<file path="config.mk">
export PLATFORM = sky130hd
export DESIGN_NAME = biq_coef_regs
export DESIGN_NICKNAME = d
export VERILOG_FILES = /design/src/rtl/biquad_iir_audio_filter_top_defines.svh /design/src/rtl/biq_pkg.sv /design/src/rtl/biq_coef_regs.sv
export SDC_FILE = /design/constraint.sdc
export NUM_CORES = 1
export LEC_CHECK = 0
export BUFFER_PORTS_ARGS = -buffer_cell sky130_fd_sc_hd__buf_2
export CORE_MARGIN = 5
export CORE_UTILIZATION = 54
export CTS_BUF_LIST = sky130_fd_sc_hd__clkbuf_8 sky130_fd_sc_hd__clkbuf_16
export DETAILED_ROUTE_END_ITERATION = 8
export PLACE_DENSITY = 0.95
export REMOVE_ABC_BUFFERS = 1
export SETUP_SLACK_MARGIN = 0.2
export SKIP_CTS_REPAIR_TIMING = 1
export SLEW_MARGIN = 20
export SYNTH_ARGS = -nofsm -noshare
export SYNTH_HDL_FRONTEND = slang
export SYNTH_SLANG_ARGS = --single-unit
</file>
<file path="constraint.sdc">
create_clock -name clk -period 1.9 [get_ports clk]
set_input_delay 0.38 -clock clk [delete_from_list [all_inputs] [get_ports clk]]
set_output_delay 0.38 -clock clk [all_outputs]
set_load 0.005 [all_outputs]
</file>
<file path="src/rtl/biquad_iir_audio_filter_top_defines.svh">
// assertion macros shared by the biquad filter rtl
`ifndef BIQUAD_IIR_AUDIO_FILTER_TOP_DEFINES_SVH
`define BIQUAD_IIR_AUDIO_FILTER_TOP_DEFINES_SVH

// same-cycle implication, checked out of reset
`define BIQ_ASSERT_NOW(label, ante, cons, msg) \
  label: assert property (@(posedge clk) disable iff (!rst_n) (ante) |-> (cons)) \
    else $error(msg);

// next-cycle implication, checked out of reset
`define BIQ_ASSERT_NEXT(label, ante, cons, msg) \
  label: assert property (@(posedge clk) disable iff (!rst_n) (ante) |=> (cons)) \
    else $error(msg);

`endif

</file>
<file path="src/rtl/biq_pkg.sv">
// shared constants and types for the biquad filter
package biq_pkg;

  // number of filter coefficients and width of the register index
  localparam int NUM_COEFS = 5;
  localparam int CFG_IDX_W = 3;

  // coefficient register indexes
  typedef enum logic [CFG_IDX_W-1:0] {
    COEF_B0 = 3'd0,
    COEF_B1 = 3'd1,
    COEF_B2 = 3'd2,
    COEF_A1 = 3'd3,
    COEF_A2 = 3'd4
  } coef_idx_t;

endpackage

</file>
<file path="src/rtl/biq_coef_regs.sv">
// coefficient register file written through the configuration port
module biq_coef_regs
  import biq_pkg::*;
#(
  parameter int COEF_WIDTH = 24
) (
  input  logic                                 clk,
  input  logic                                 rst_n,
  input  logic                                 cfg_we,
  input  logic [CFG_IDX_W-1:0]                 cfg_index,
  input  logic [COEF_WIDTH-1:0]                cfg_data,
  output logic [NUM_COEFS-1:0][COEF_WIDTH-1:0] coefs
);

  // unity gain in q4 format
  localparam logic [COEF_WIDTH-1:0] COEF_ONE = COEF_WIDTH'(1) << (COEF_WIDTH - 4);

  logic [NUM_COEFS-1:0][COEF_WIDTH-1:0] coefs_r;

  // register writes, unknown indexes are dropped
  always_ff @(posedge clk) begin
    if (!rst_n) begin
      coefs_r[COEF_B0] <= COEF_ONE;
      coefs_r[COEF_B1] <= '0;
      coefs_r[COEF_B2] <= '0;
      coefs_r[COEF_A1] <= '0;
      coefs_r[COEF_A2] <= '0;
    end else if (cfg_we) begin
      case (cfg_index)
        COEF_B0: coefs_r[COEF_B0] <= cfg_data;
        COEF_B1: coefs_r[COEF_B1] <= cfg_data;
        COEF_B2: coefs_r[COEF_B2] <= cfg_data;
        COEF_A1: coefs_r[COEF_A1] <= cfg_data;
        COEF_A2: coefs_r[COEF_A2] <= cfg_data;
        default: ;
      endcase
    end
  end

  assign coefs = coefs_r;

endmodule

</file>
==> impl_metrics.yaml <==
outcome:
  status: "completed"
route:
  drt_iter0_drc: 85
  post_drt_wl_per_cell_um: 16.18
  drt-total-wl_um: 11050
  first_pass_iters: 4
  vias_per_cell: 5.177
  final_antenna_net_count: 0
  num_vias: 3536
  drc: 0
power:
  power.total_mw: 6.156
  p_per_area_nw_per_um2: 1053
  p_leak_nw: 3.055
  ir_drop_mv: 0.6011
worst_hold_path:
  worstHoldPathType: "input port to register"
  hold_start: "cfg_data[20]"
floorplan:
  rows: 33
  start_util: 0.5488
  io-pin-count: 150
  dieHeight_um: 100.9
  core_um2: 8134
  die_width_um: 100.9
  design.die.area_um2: 10190
critical_path:
  crit_slowest_cell: "dfxtp_1"
  worst-path-buf-inv: 1
  cpLargestDelayFamily: "flip-flops"
  cp_slowest_stage_delay_ns: 0.35
  endpoint_kind: "output port"
  cp-startpoint: "coefs[101]"
  crit_required_ns: 1.52
  critPathMaxFanout: 2
  timing.rr.start: "coefs[80]"
  worstPathCellList: "buf_2"
  crit_arrival_ns: 0.98
  cp-start-kind: "register"
  setup.worst_path.class: "register to output port"
flow_run:
  drv_cap: 0
layout:
  final_util: 0.7190
  design_area_um2: 5848
  fill_cells: 561
  area_growth_pct: 31.00
  multi_input_area_um2: 1828
  final_cell_mix: "148 x buf_2, 143 x nand2_1, 120 x mux2i_1, 120 x dfxtp_1, 16 x clkbuf_16"
  layout-drive-gt1-share: 0.3322
  largest_register_ff_count: 120
  seqCellArea_um2: 2402
  antenna_cells: 0
  layout_commonest_cell: "buf_2"
  layout.nets: 595
  final_cells: 683
logic_synthesis:
  syn_area_um2: 4464
  syn_area_per_cell_um2: 10.60
  syn_inst: 421
  seq_area_frac_synth: 0.5381
  ys_seq_elements: 120
  ys_warn_count: 0
  synth.distinct_cells: 13
placement:
  portBuffers: 149
  place_ws_ns: 0.4732
  place_inst: 651
  gp_congestion: 0.7590
  place_area_um2: 5238
  post-dp-hpwl_um: 7316
grt:
  grt_first_pass_wirelength_um: 17440
  grt_usage: 0.2165
  first_global_vias: 3572
  grt_max_degree: 113
  antenna_found_initial: 0
  grt_overflow_total: 0
clock_tree:
  clock-sinks: 120
  cts.path.max_buffers: 2
  numCtsBuffers: 17
  cts.clk_slew.worst_paths_ns: 0.06
  cts_root_buf: "clkbuf_8"
  h-tree-depth: 4
  insertion_delay_ns: 0.49
  cts_tree: "built"
sta:
  tightest_slew_ns: 0.4549
  period_needed_ns: 1.360
  setup_violations: 0
  final_max_slew_viol_count: 0
  timing.slew.headroom: 0.6967
  skew_ns: 0
  rsz0062_at_grt: "no"
  hold_viol_final: 0
  fmax_mhz: 735.3
  fin_crit_sh: 0.7158
  setup_slack_ns: 0.5400
## worst paths after layout
check / endpoint / slack [ns] / cells past startpoint
max: coefs[101] / 0.54 / 1
min: coefs[20] / 0.20 / 3
max reg2reg: coefs[80] / 1.21 / 2
min reg2reg: coefs[96] / 0.46 / 2
## synthesized netlist by cell type
cell | count | area (um^2)
buf_4 | 1 | 7.510
buf_12 | 4 | 80.08
dfxtp_1 | 120 | 2402
nand4b_1 | 1 | 8.760
and4bb_1 | 1 | 12.51
nor4b_2 | 1 | 15.01
buf_2 | 12 | 60.06
mux2i_1 | 120 | 1201
nor2b_1 | 2 | 12.51
clkbuf_1 | 7 | 26.28
nand2_1 | 143 | 536.8
nand4bb_1 | 2 | 22.52
buf_6 | 7 | 78.83
## layer usage
| metal | part of all wire | vias to the layer above | wire (um) | global-route usage |
|---|---|---|---|---|
| met4 | 0.015 | 0 | 166 | 0.08589 |
| met1 | 0.40 | 1706 | 4378 | 0.2411 |
| li1 | - | 1684 | - | - |
| met2 | 0.51 | 128 | 5685 | 0.3868 |
| met3 | 0.074 | 18 | 820 | 0.06228 |
| met5 | 0 | - | 0 | 0 |
## power breakdown
part,switching [mW],internal [mW],leakage [nW]
registers,0.0298,2.57,0.971
clock network,1.15,2.08,0.287
logic,0.185,0.136,1.80
total,1.37,4.79,3.05
## cells by family (layout without fill, tap and decap cells)
| group | after synthesis | in the layout | share of synthesized area |
|---|---|---|---|
| buffers and inverters | 31 | 188 | 0.05662 |
| AND/OR/NAND/NOR | 150 | 150 | 0.1362 |
| multiplexers | 120 | 120 | 0.2691 |
| flip-flops | 120 | 120 | 0.5381 |
## per-stage QoR
| stage | TNS, ns | hold slack, ns |
|---|---|---|
| floorplan | -24.09 | 0.4511 |
| global placement | 0 | 0.4390 |
| detailed placement | 0 | 0.4496 |
| CTS | 0 | 0.1739 |
| global route | 0 | 0.2216 |
| finish | 0 | 0.1969 |
## area by class of cell
class,count,area share
clock inverters,13,0.02888
repair buffers,156,0.1498
clock buffers,19,0.07552
multi-input cells,270,0.3126
flip-flops and latches,120,0.4108
well taps,105,0.02246
(Power assumes the default switching activity.)
